### src/hw/rtl/salsa_pkg.sv
// Shared types, constants and functions of the Salsa20 stream cipher.
// Used by every module of the block; depends on nothing else.
package salsa_pkg;

    localparam int ROUNDS      = 8;
    localparam int BLOCK_BYTES = 64;
    localparam int HALF_ROUNDS = ((ROUNDS + 1) / 2) * 2;
    localparam int HALF_W      = $clog2(HALF_ROUNDS);
    localparam int OFFSET_W    = $clog2(BLOCK_BYTES);
    localparam int FIFO_DEPTH  = 2;
    localparam int FIFO_PTR_W  = $clog2(FIFO_DEPTH);
    localparam int FIFO_CNT_W  = $clog2(FIFO_DEPTH + 1);
    localparam int CFG_INDEX_W = 3;
    localparam int CFG_DATA_W  = 64;

    localparam logic [CFG_INDEX_W-1:0] CFG_KEY_0_7       = 3'd0;
    localparam logic [CFG_INDEX_W-1:0] CFG_KEY_8_15      = 3'd1;
    localparam logic [CFG_INDEX_W-1:0] CFG_KEY_16_23     = 3'd2;
    localparam logic [CFG_INDEX_W-1:0] CFG_KEY_24_31     = 3'd3;
    localparam logic [CFG_INDEX_W-1:0] CFG_NONCE         = 3'd4;
    localparam logic [CFG_INDEX_W-1:0] CFG_FIRST_BLOCK   = 3'd5;

    localparam logic [31:0] SIGMA0 = 32'h6170_7865;
    localparam logic [31:0] SIGMA1 = 32'h3320_646e;
    localparam logic [31:0] SIGMA2 = 32'h7962_2d32;
    localparam logic [31:0] SIGMA3 = 32'h6b20_6574;

    localparam int ROT_B = 7;
    localparam int ROT_C = 9;
    localparam int ROT_D = 13;
    localparam int ROT_A = 18;

    typedef logic [15:0][31:0] block_t;

    typedef struct packed {
        logic [63:0] key_0_7;
        logic [63:0] key_8_15;
        logic [63:0] key_16_23;
        logic [63:0] key_24_31;
        logic [63:0] nonce;
        logic [63:0] first_block;
    } salsa_cfg_t;

    typedef struct packed {
        logic [7:0]          data;
        logic [OFFSET_W-1:0] offset;
        logic [63:0]         block;
        logic                wrapped;
        logic                gen;
    } salsa_entry_t;

    typedef struct packed {
        logic start;
    } core_ctrl_t;

    typedef struct packed {
        logic busy;
        logic done;
    } core_stat_t;

    function automatic logic [31:0] rotl(input logic [31:0] v, input int s);
        rotl = (v << s) | (v >> (32 - s));
    endfunction

    function automatic logic [3:0] col_index(input int q, input int k);
        col_index = 4'(5 * q + 4 * k);
    endfunction

    function automatic block_t init_block(input salsa_cfg_t cfg, input logic [63:0] blk);
        block_t w;
        w[0]  = SIGMA0;
        w[1]  = cfg.key_0_7[31:0];
        w[2]  = cfg.key_0_7[63:32];
        w[3]  = cfg.key_8_15[31:0];
        w[4]  = cfg.key_8_15[63:32];
        w[5]  = SIGMA1;
        w[6]  = cfg.nonce[31:0];
        w[7]  = cfg.nonce[63:32];
        w[8]  = blk[31:0];
        w[9]  = blk[63:32];
        w[10] = SIGMA2;
        w[11] = cfg.key_16_23[31:0];
        w[12] = cfg.key_16_23[63:32];
        w[13] = cfg.key_24_31[31:0];
        w[14] = cfg.key_24_31[63:32];
        w[15] = SIGMA3;
        init_block = w;
    endfunction

    function automatic block_t transpose(input block_t w);
        block_t t;
        for (int r = 0; r < 4; r++)
        begin
            for (int c = 0; c < 4; c++)
            begin
                t[4 * r + c] = w[4 * c + r];
            end
        end
        transpose = t;
    endfunction

endpackage

### src/hw/rtl/salsa_in_if.sv
// Input channel of the Salsa20 stream cipher: one message word per handshake.
// Stands alone; no package needed.
interface salsa_in_if;
    logic       valid;
    logic       ready;
    logic [7:0] message_byte;
    logic       message_start;

    modport source (output valid, output message_byte, output message_start, input ready);
    modport sink (input valid, input message_byte, input message_start, output ready);
endinterface

### src/hw/rtl/salsa_out_if.sv
// Output channel of the Salsa20 stream cipher: one result word per handshake.
// Stands alone; no package needed.
interface salsa_out_if;
    logic       valid;
    logic       ready;
    logic [7:0] result_byte;
    logic       counter_wrapped;

    modport source (output valid, output result_byte, output counter_wrapped, input ready);
    modport sink (input valid, input result_byte, input counter_wrapped, output ready);
endinterface

### src/hw/rtl/salsa_front.sv
// Front end: accepts input words, tracks byte offset, block number and wrap state.
// Depends on salsa_pkg and salsa_in_if.
module salsa_front (
    input  logic                   clk,
    input  logic                   rst_n,
    salsa_in_if.sink               in_ch,
    input  logic [63:0]            first_block,
    input  logic                   fifo_full,
    output logic                   push,
    output salsa_pkg::salsa_entry_t push_entry
);
    import salsa_pkg::*;

    logic [OFFSET_W-1:0] offset_reg, offset_next;
    logic [63:0]         block_reg, block_next;
    logic                wrapped_reg, wrapped_next;

    logic [OFFSET_W-1:0] off;
    logic [OFFSET_W-1:0] off_inc;
    logic [63:0]         blk;
    logic                wr;

    assign in_ch.ready = !fifo_full;
    assign push        = in_ch.valid && !fifo_full;

    always_comb
    begin
        off     = in_ch.message_start ? '0 : offset_reg;
        blk     = in_ch.message_start ? first_block : block_reg;
        wr      = in_ch.message_start ? 1'b0 : wrapped_reg;
        off_inc = off + 1'b1;

        push_entry.data    = in_ch.message_byte;
        push_entry.offset  = off;
        push_entry.block   = blk;
        push_entry.wrapped = wr;
        push_entry.gen     = (off == '0) && !wr;

        offset_next  = offset_reg;
        block_next   = block_reg;
        wrapped_next = wrapped_reg;
        if (push)
        begin
            offset_next  = off_inc;
            block_next   = blk;
            wrapped_next = wr;
            if (off_inc == '0)
            begin
                if (!wr && (blk == '1))
                begin
                    wrapped_next = 1'b1;
                end
                block_next = blk + 64'd1;
            end
        end
    end

    always_ff @(posedge clk or negedge rst_n)
    begin
        if (!rst_n)
        begin
            offset_reg  <= '0;
            block_reg   <= '0;
            wrapped_reg <= 1'b0;
        end
        else
        begin
            offset_reg  <= offset_next;
            block_reg   <= block_next;
            wrapped_reg <= wrapped_next;
        end
    end
endmodule

### src/hw/rtl/salsa_fifo.sv
// Short queue of classified words between the front end and the back end.
// Depends on salsa_pkg.
module salsa_fifo (
    input  logic                    clk,
    input  logic                    rst_n,
    input  logic                    push,
    input  salsa_pkg::salsa_entry_t push_entry,
    output logic                    full,
    input  logic                    pop,
    output salsa_pkg::salsa_entry_t head,
    output logic                    head_valid
);
    import salsa_pkg::*;

    salsa_entry_t            entries_reg [FIFO_DEPTH];
    logic [FIFO_PTR_W-1:0]   wr_ptr_reg, wr_ptr_next;
    logic [FIFO_PTR_W-1:0]   rd_ptr_reg, rd_ptr_next;
    logic [FIFO_CNT_W-1:0]   count_reg, count_next;

    assign full       = (count_reg == FIFO_CNT_W'(FIFO_DEPTH));
    assign head_valid = (count_reg != '0);
    assign head       = entries_reg[rd_ptr_reg];

    always_comb
    begin
        wr_ptr_next = wr_ptr_reg;
        rd_ptr_next = rd_ptr_reg;
        count_next  = count_reg;
        if (push)
        begin
            wr_ptr_next = (wr_ptr_reg == FIFO_PTR_W'(FIFO_DEPTH - 1)) ? '0 : wr_ptr_reg + 1'b1;
        end
        if (pop)
        begin
            rd_ptr_next = (rd_ptr_reg == FIFO_PTR_W'(FIFO_DEPTH - 1)) ? '0 : rd_ptr_reg + 1'b1;
        end
        if (push && !pop)
        begin
            count_next = count_reg + 1'b1;
        end
        else if (pop && !push)
        begin
            count_next = count_reg - 1'b1;
        end
    end

    always_ff @(posedge clk)
    begin
        if (push)
        begin
            entries_reg[wr_ptr_reg] <= push_entry;
        end
    end

    always_ff @(posedge clk or negedge rst_n)
    begin
        if (!rst_n)
        begin
            wr_ptr_reg <= '0;
            rd_ptr_reg <= '0;
            count_reg  <= '0;
        end
        else
        begin
            wr_ptr_reg <= wr_ptr_next;
            rd_ptr_reg <= rd_ptr_next;
            count_reg  <= count_next;
        end
    end
endmodule

### src/hw/rtl/salsa_core.sv
// Iterative Salsa20 block function: one quarter-round step on all four columns a cycle.
// The matrix is transposed after each half round. Depends on salsa_pkg.
module salsa_core (
    input  logic                  clk,
    input  logic                  rst_n,
    input  salsa_pkg::core_ctrl_t ctrl,
    input  salsa_pkg::salsa_cfg_t cfg,
    input  logic [63:0]           block_number,
    output salsa_pkg::core_stat_t stat,
    output salsa_pkg::block_t     keystream
);
    import salsa_pkg::*;

    localparam logic [1:0] CORE_IDLE  = 2'd0;
    localparam logic [1:0] CORE_ROUND = 2'd1;
    localparam logic [1:0] CORE_FINAL = 2'd2;

    logic [1:0]        state_reg, state_next;
    logic [1:0]        step_reg, step_next;
    logic [HALF_W-1:0] half_reg, half_next;
    block_t            words_reg, words_next;

    block_t init;
    block_t stepped;

    assign init = init_block(cfg, block_number);

    always_comb
    begin
        stepped = words_reg;
        for (int q = 0; q < 4; q++)
        begin
            case (step_reg)
                2'd0:
                begin
                    stepped[col_index(q, 1)] = words_reg[col_index(q, 1)]
                        ^ rotl(words_reg[col_index(q, 0)] + words_reg[col_index(q, 3)], ROT_B);
                end
                2'd1:
                begin
                    stepped[col_index(q, 2)] = words_reg[col_index(q, 2)]
                        ^ rotl(words_reg[col_index(q, 1)] + words_reg[col_index(q, 0)], ROT_C);
                end
                2'd2:
                begin
                    stepped[col_index(q, 3)] = words_reg[col_index(q, 3)]
                        ^ rotl(words_reg[col_index(q, 2)] + words_reg[col_index(q, 1)], ROT_D);
                end
                default:
                begin
                    stepped[col_index(q, 0)] = words_reg[col_index(q, 0)]
                        ^ rotl(words_reg[col_index(q, 3)] + words_reg[col_index(q, 2)], ROT_A);
                end
            endcase
        end
    end

    always_comb
    begin
        state_next = state_reg;
        step_next  = step_reg;
        half_next  = half_reg;
        words_next = words_reg;
        for (int i = 0; i < 16; i++)
        begin
            keystream[i] = words_reg[i] + init[i];
        end
        stat.busy = (state_reg != CORE_IDLE);
        stat.done = (state_reg == CORE_FINAL);

        case (state_reg)
            CORE_IDLE:
            begin
                if (ctrl.start)
                begin
                    words_next = init;
                    step_next  = '0;
                    half_next  = '0;
                    state_next = CORE_ROUND;
                end
            end
            CORE_ROUND:
            begin
                step_next = step_reg + 1'b1;
                if (step_reg == 2'd3)
                begin
                    words_next = transpose(stepped);
                    if (half_reg == HALF_W'(HALF_ROUNDS - 1))
                    begin
                        state_next = CORE_FINAL;
                    end
                    else
                    begin
                        half_next = half_reg + 1'b1;
                    end
                end
                else
                begin
                    words_next = stepped;
                end
            end
            CORE_FINAL:
            begin
                state_next = CORE_IDLE;
            end
            default:
            begin
                state_next = CORE_IDLE;
            end
        endcase
    end

    always_ff @(posedge clk)
    begin
        words_reg <= words_next;
    end

    always_ff @(posedge clk or negedge rst_n)
    begin
        if (!rst_n)
        begin
            state_reg <= CORE_IDLE;
            step_reg  <= '0;
            half_reg  <= '0;
        end
        else
        begin
            state_reg <= state_next;
            step_reg  <= step_next;
            half_reg  <= half_next;
        end
    end
endmodule

### src/hw/rtl/salsa_back.sv
// Back end: generates keystream blocks when needed and registers the result words.
// Depends on salsa_pkg, salsa_out_if and salsa_core.
module salsa_back (
    input  logic                    clk,
    input  logic                    rst_n,
    input  salsa_pkg::salsa_cfg_t   cfg,
    input  salsa_pkg::salsa_entry_t head,
    input  logic                    head_valid,
    output logic                    pop,
    salsa_out_if.source             out_ch
);
    import salsa_pkg::*;

    core_ctrl_t core_ctrl;
    core_stat_t core_stat;
    block_t     core_keystream;

    block_t     ks_reg, ks_next;
    logic       have_block_reg, have_block_next;
    logic       out_valid_reg, out_valid_next;
    logic [7:0] out_byte_reg, out_byte_next;
    logic       out_wrapped_reg, out_wrapped_next;

    logic       out_free;
    logic [31:0] ks_word;
    logic [7:0]  ks_byte;

    salsa_core u_core (
        .clk          (clk),
        .rst_n        (rst_n),
        .ctrl         (core_ctrl),
        .cfg          (cfg),
        .block_number (head.block),
        .stat         (core_stat),
        .keystream    (core_keystream)
    );

    assign out_ch.valid           = out_valid_reg;
    assign out_ch.result_byte     = out_byte_reg;
    assign out_ch.counter_wrapped = out_wrapped_reg;

    assign out_free        = !out_valid_reg || out_ch.ready;
    assign core_ctrl.start = head_valid && head.gen && !have_block_reg && !core_stat.busy;
    assign pop             = head_valid && (!head.gen || have_block_reg) && out_free;
    assign ks_word         = ks_reg[head.offset[OFFSET_W-1:2]];
    assign ks_byte         = 8'(ks_word >> {head.offset[1:0], 3'b000});

    always_comb
    begin
        ks_next          = ks_reg;
        have_block_next  = have_block_reg;
        out_valid_next   = out_valid_reg;
        out_byte_next    = out_byte_reg;
        out_wrapped_next = out_wrapped_reg;

        if (core_stat.done)
        begin
            ks_next         = core_keystream;
            have_block_next = 1'b1;
        end

        if (pop)
        begin
            have_block_next  = 1'b0;
            out_valid_next   = 1'b1;
            out_byte_next    = head.wrapped ? 8'd0 : (head.data ^ ks_byte);
            out_wrapped_next = head.wrapped;
        end
        else if (out_ch.ready)
        begin
            out_valid_next = 1'b0;
        end
    end

    always_ff @(posedge clk)
    begin
        ks_reg          <= ks_next;
        out_byte_reg    <= out_byte_next;
        out_wrapped_reg <= out_wrapped_next;
    end

    always_ff @(posedge clk or negedge rst_n)
    begin
        if (!rst_n)
        begin
            have_block_reg <= 1'b0;
            out_valid_reg  <= 1'b0;
        end
        else
        begin
            have_block_reg <= have_block_next;
            out_valid_reg  <= out_valid_next;
        end
    end
endmodule

### src/hw/rtl/salsa20_stream_cipher.sv
// Salsa20 stream cipher, one message word in and one result word out per handshake.
// A word that needs no new block passes the FIFO entry and the output register; one word a cycle
// while the output is not stalled and no new block is needed. The first word of each block, unless
// the counter has wrapped, waits for the block function run by the single iterative salsa_core unit.
// Reset clears the configuration registers, byte offset, block number and wrap state.
// Depends on salsa_pkg, both channel interfaces, salsa_front, salsa_fifo and salsa_back.
module salsa20_stream_cipher (
    input  logic                               clk,
    input  logic                               rst_n,
    input  logic                               cfg_we,
    input  logic [salsa_pkg::CFG_INDEX_W-1:0]  cfg_index,
    input  logic [salsa_pkg::CFG_DATA_W-1:0]   cfg_data,
    salsa_in_if.sink                           in_ch,
    salsa_out_if.source                        out_ch
);
    import salsa_pkg::*;

    salsa_cfg_t   cfg_reg, cfg_next;
    salsa_entry_t push_entry;
    salsa_entry_t head;
    logic         push;
    logic         fifo_full;
    logic         pop;
    logic         head_valid;

    always_comb
    begin
        cfg_next = cfg_reg;
        if (cfg_we)
        begin
            case (cfg_index)
                CFG_KEY_0_7:     cfg_next.key_0_7     = cfg_data;
                CFG_KEY_8_15:    cfg_next.key_8_15    = cfg_data;
                CFG_KEY_16_23:   cfg_next.key_16_23   = cfg_data;
                CFG_KEY_24_31:   cfg_next.key_24_31   = cfg_data;
                CFG_NONCE:       cfg_next.nonce       = cfg_data;
                CFG_FIRST_BLOCK: cfg_next.first_block = cfg_data;
                default:         cfg_next             = cfg_reg;
            endcase
        end
    end

    always_ff @(posedge clk or negedge rst_n)
    begin
        if (!rst_n)
        begin
            cfg_reg <= '0;
        end
        else
        begin
            cfg_reg <= cfg_next;
        end
    end

    salsa_front u_front (
        .clk         (clk),
        .rst_n       (rst_n),
        .in_ch       (in_ch),
        .first_block (cfg_reg.first_block),
        .fifo_full   (fifo_full),
        .push        (push),
        .push_entry  (push_entry)
    );

    salsa_fifo u_fifo (
        .clk        (clk),
        .rst_n      (rst_n),
        .push       (push),
        .push_entry (push_entry),
        .full       (fifo_full),
        .pop        (pop),
        .head       (head),
        .head_valid (head_valid)
    );

    salsa_back u_back (
        .clk        (clk),
        .rst_n      (rst_n),
        .cfg        (cfg_reg),
        .head       (head),
        .head_valid (head_valid),
        .pop        (pop),
        .out_ch     (out_ch)
    );
endmodule
### src/flat_wrapper.sv
// flat-port wrapper written by rule: the top's interface ports become plain ports
module salsa20_stream_cipher_flat import salsa_pkg::*;
  (clk, rst_n, cfg_we, cfg_index, cfg_data, in_ch_valid, in_ch_message_byte, in_ch_message_start, in_ch_ready, out_ch_valid, out_ch_result_byte, out_ch_counter_wrapped, out_ch_ready);
  salsa_in_if in_ch_i ();
  salsa_out_if out_ch_i ();
  input  logic clk;
  input  logic rst_n;
  input  logic cfg_we;
  input  logic [salsa_pkg::CFG_INDEX_W-1:0] cfg_index;
  input  logic [salsa_pkg::CFG_DATA_W-1:0] cfg_data;
  input wire logic [$bits(in_ch_i.valid)-1:0] in_ch_valid;
  input wire logic [$bits(in_ch_i.message_byte)-1:0] in_ch_message_byte;
  input wire logic [$bits(in_ch_i.message_start)-1:0] in_ch_message_start;
  output wire logic [$bits(in_ch_i.ready)-1:0] in_ch_ready;
  output wire logic [$bits(out_ch_i.valid)-1:0] out_ch_valid;
  output wire logic [$bits(out_ch_i.result_byte)-1:0] out_ch_result_byte;
  output wire logic [$bits(out_ch_i.counter_wrapped)-1:0] out_ch_counter_wrapped;
  input wire logic [$bits(out_ch_i.ready)-1:0] out_ch_ready;
  assign in_ch_i.valid = in_ch_valid;
  assign in_ch_i.message_byte = in_ch_message_byte;
  assign in_ch_i.message_start = in_ch_message_start;
  assign in_ch_ready = in_ch_i.ready;
  assign out_ch_valid = out_ch_i.valid;
  assign out_ch_result_byte = out_ch_i.result_byte;
  assign out_ch_counter_wrapped = out_ch_i.counter_wrapped;
  assign out_ch_i.ready = out_ch_ready;
  salsa20_stream_cipher u_core (.clk(clk), .rst_n(rst_n), .cfg_we(cfg_we), .cfg_index(cfg_index), .cfg_data(cfg_data), .in_ch(in_ch_i), .out_ch(out_ch_i));
endmodule
### config.mk
export PLATFORM = sky130hd
export DESIGN_NAME = salsa20_stream_cipher_flat
export DESIGN_NICKNAME = d
export VERILOG_FILES = /design/src/hw/rtl/salsa_pkg.sv /design/src/hw/rtl/salsa_in_if.sv /design/src/hw/rtl/salsa_out_if.sv /design/src/hw/rtl/salsa_front.sv /design/src/hw/rtl/salsa_fifo.sv /design/src/hw/rtl/salsa_core.sv /design/src/hw/rtl/salsa_back.sv /design/src/hw/rtl/salsa20_stream_cipher.sv /design/src/flat_wrapper.sv
export SDC_FILE = /design/constraint.sdc
export NUM_CORES = 2
export LEC_CHECK = 0
export BUFFER_PORTS_ARGS = -buffer_cell sky130_fd_sc_hd__buf_2
export CORE_MARGIN = 5
export CORE_UTILIZATION = 30
export DETAILED_ROUTE_END_ITERATION = 12
export PLACE_DENSITY = 0.53
export SLEW_MARGIN = 20
export SYNTH_ARGS = -nofsm -noshare
export SYNTH_HDL_FRONTEND = slang
export SYNTH_HIERARCHICAL = 1
export SYNTH_SLANG_ARGS = --single-unit
### constraint.sdc
create_clock -name clk -period 76 [get_ports clk]
set_input_delay 15.2 -clock clk [delete_from_list [all_inputs] [get_ports clk]]
set_output_delay 15.2 -clock clk [all_outputs]
set_load 0.05 [all_outputs]
==> results_dict.tcl <==
set metrics [dict create \
    place_ws_ns 57.08 \
    grt_max_degree 132 \
    die_w_um 650 \
    path_max_fanout 81 \
    fin_ws_ns 58.07 \
    synth_cell_types 121 \
    layout_commonest_cell "nand2_1" \
    critPathKind "input port to flip-flop" \
    cts_tree "done" \
    maxSlewHeadroom 0.0885 \
    clk_path_buf_depth 4 \
    drt_iter0_drc 18100 \
    coreArea_um2 409000 \
    yosys.area_share.adder 0.0944 \
    start_kind "input port" \
    rr_startpoint "u_core/u_back/u_core/words_reg[129]" \
    max_stage_delay_ns 0.76 \
    post_dp_cell_area_um2 131000 \
    arrival_ns 18.75 \
    num_vias 111000 \
    crit_required_ns 76.82 \
    ys_ff_latch 1661 \
    firstDrtPassIters 8 \
    syn_area_per_cell_um2 10.1 \
    syn_nets 13200 \
    slew_viol_final 0 \
    worstSetupStartpoint "in_ch_message_start" \
    post-route-period-util 0.236 \
    clockRootBuffer "clkbuf_16" \
    synth_mux_area_frac 0.0915 \
    num_rows 235 \
    layout_common_cells "1251 x nand2_1, 1193 x edfxtp_1, 922 x a21oi_1" \
    drc 0 \
    max-cap-violations 0 \
    synthCells 12200 \
    dieArea_um2 423000 \
    cts_hold_buffers 0 \
    ys.flop_type "edfxtp_1" \
    clkSlewWorstSetupHoldPaths_ns 0.06 \
    tns_ns 0 \
    async_flop_share 0.282 \
    synth_top_area_share 0.291 \
    synth_xor_area_frac 0.0902 \
    finalSetupViolations 0 \
    syn_to_final_growth_pct 12.2 \
    die_h_um 650 \
    final_cells 18000 \
    synth_area_leaders "edfxtp_1 29%, dfrtp_1 9.5%, ha_1 9.0%" \
    grtUsageTotal 0.335 \
    ant_nets 0 \
    worst_slew_pin_slew_ns 1.36 \
    via_per_inst 6.14 \
    drive_gt1_frac 0.109 \
    hold_start "u_core/u_fifo/count_reg[1]" \
    fmax_mhz 55.8 \
    clk_latency_ns 1.00 \
    synth-simple-area-share 0.135 \
    num-nets-final 13300 \
    hpwl_mm 606 \
    worst_clock_skew_ns 0.100 \
    grt_pass1_wl_mm 954 \
    io_buffers 91 \
    critPathCaptureType "flip-flop" \
    post-route-min-period_ns 17.93 \
    cts-htree-levels 4 \
    numCtsBuffers 210 \
    dp_cells 17600 \
    routed_wl_mm 741 \
    ios 92 \
    place.gp.congestion 1.05 \
    post_drt_wl_per_cell_um 41.1 \
    ys_warn_count 6 \
    hold_path.class "flip-flop to flip-flop" \
    crit_slowest_cell "buf_4" \
    grt_pass1_vias 98500 \
    synth-compound-area-share 0.172 \
    post_cts_buffers 0 \
    synth_edf_count 1193 \
    grt_overflow_total 0 \
    syn-cell-area_um2 123000 \
    cts_resized 0 \
    yosysTopAreaCell "edfxtp_1" \
    start_util 0.301 \
    crit_chain "buf_6, buf_4, a32o_1, a21boi_0, nand3_1, or3_4, o21a_1, or3_1" \
    synth_top_family_by_area "compound AO/OA/AOI/OAI gates" \
    fin_area_um2 138000 \
    cts_num_sinks 1661 \
    antenna_found_initial 136 \
    finalHoldViolations 0 \
    rsz0062_at_grt "no" \
    outcome "complete, no violations" \
    ys_seq_area_frac 0.386 \
]
==> kinds of logic after synthesis <==
group,Yosys count
and+or+nand+nor,3466
xor gates and xnor gates,1267
buffers and inverters,789
muxes,800
DFF,1661
AOI/OAI and AO/OA,3298
adders and majority gates,912
==> worst paths after layout <==
kind	slack, ns	to	cells after the start
worst max-delay path	58.07	u_core/u_front/block_reg[59]	8
min in group asynchronous	14.23	u_core/u_fifo/count_reg[0]	1
worst min register to register	0.47	u_core/u_fifo/count_reg[1]	1
worst min-delay path	0.47	u_core/u_fifo/count_reg[1]	1
max in group asynchronous	58.09	u_core/cfg_reg[42]	5
worst max register to register	69.51	u_core/u_back/u_core/words_reg[103]	13
==> cell type report <==
type	instances	area, µm²
Fill cell	42100	271000
Clock inverter	99	1050
Inverter	311	1170
Multi-Input combinational cell	9743	72200
Tap cell	5451	6820
Sequential cell	1661	47500
Clock buffer	294	6160
Antenna cell	61	153
Timing Repair Buffer	410	2970
==> worst max-delay path: cells and delay by family <==
| family | cells | cell delay [ns] |
|---|---|---|
| simple gates | 3 | 1.04 |
| compound gates | 3 | 1.10 |
| buf+inv | 2 | 1.28 |
==> through the flow <==
step            util  hold slack (ns)
5_1_grt        0.337            0.512
4_1_cts        0.337            0.476
3_3_place_gp   0.319            0.463
3_5_place_dp   0.319            0.467
6_report       0.337            0.469
2_1_floorplan      -            0.441
==> metal layers <==
metal  vias to the layer above  global-route usage  share of wire
met2                      7294               0.463           0.39
met5                         -                   0        0.00037
met1                     56100               0.446           0.40
met3                      1438               0.106           0.12
li1                      45800                   -              -
met4                        42               0.216          0.080
==> synthesized netlist by cell type (36+ instances only) <==
library cell and count:
nand3_1 275, buf_1 59, a21oi_1 922, a22oi_1 36, nand3b_1 46, xnor2_1 794
a21boi_1 38, a21o_1 480, o21a_1 109, o211ai_1 91, a31oi_1 119, or3_1 69
mux4_2 129, nor4_1 42, ha_1 884, buf_4 38, and3_1 149, clkbuf_1 304
a211oi_1 63, o31ai_1 71, nor3_1 176, inv_1 308, o221ai_1 83, o21bai_1 107
nand2_1 1254, mux2_1 203, mux2i_1 138, nand4_1 113, nor2b_1 146, mux2_4 259
buf_6 39, mux2_2 71, o21ai_1 230, o21ai_0 537, and2_1 68, nand2b_1 148
xor2_1 473, nor2_1 762, edfxtp_1 1193, dfrtp_1 468, and4_1 41
Power is left out: the tool's default activity adds up to more than one toggle a clock period on the data nets, which glitch-free logic cannot reach.
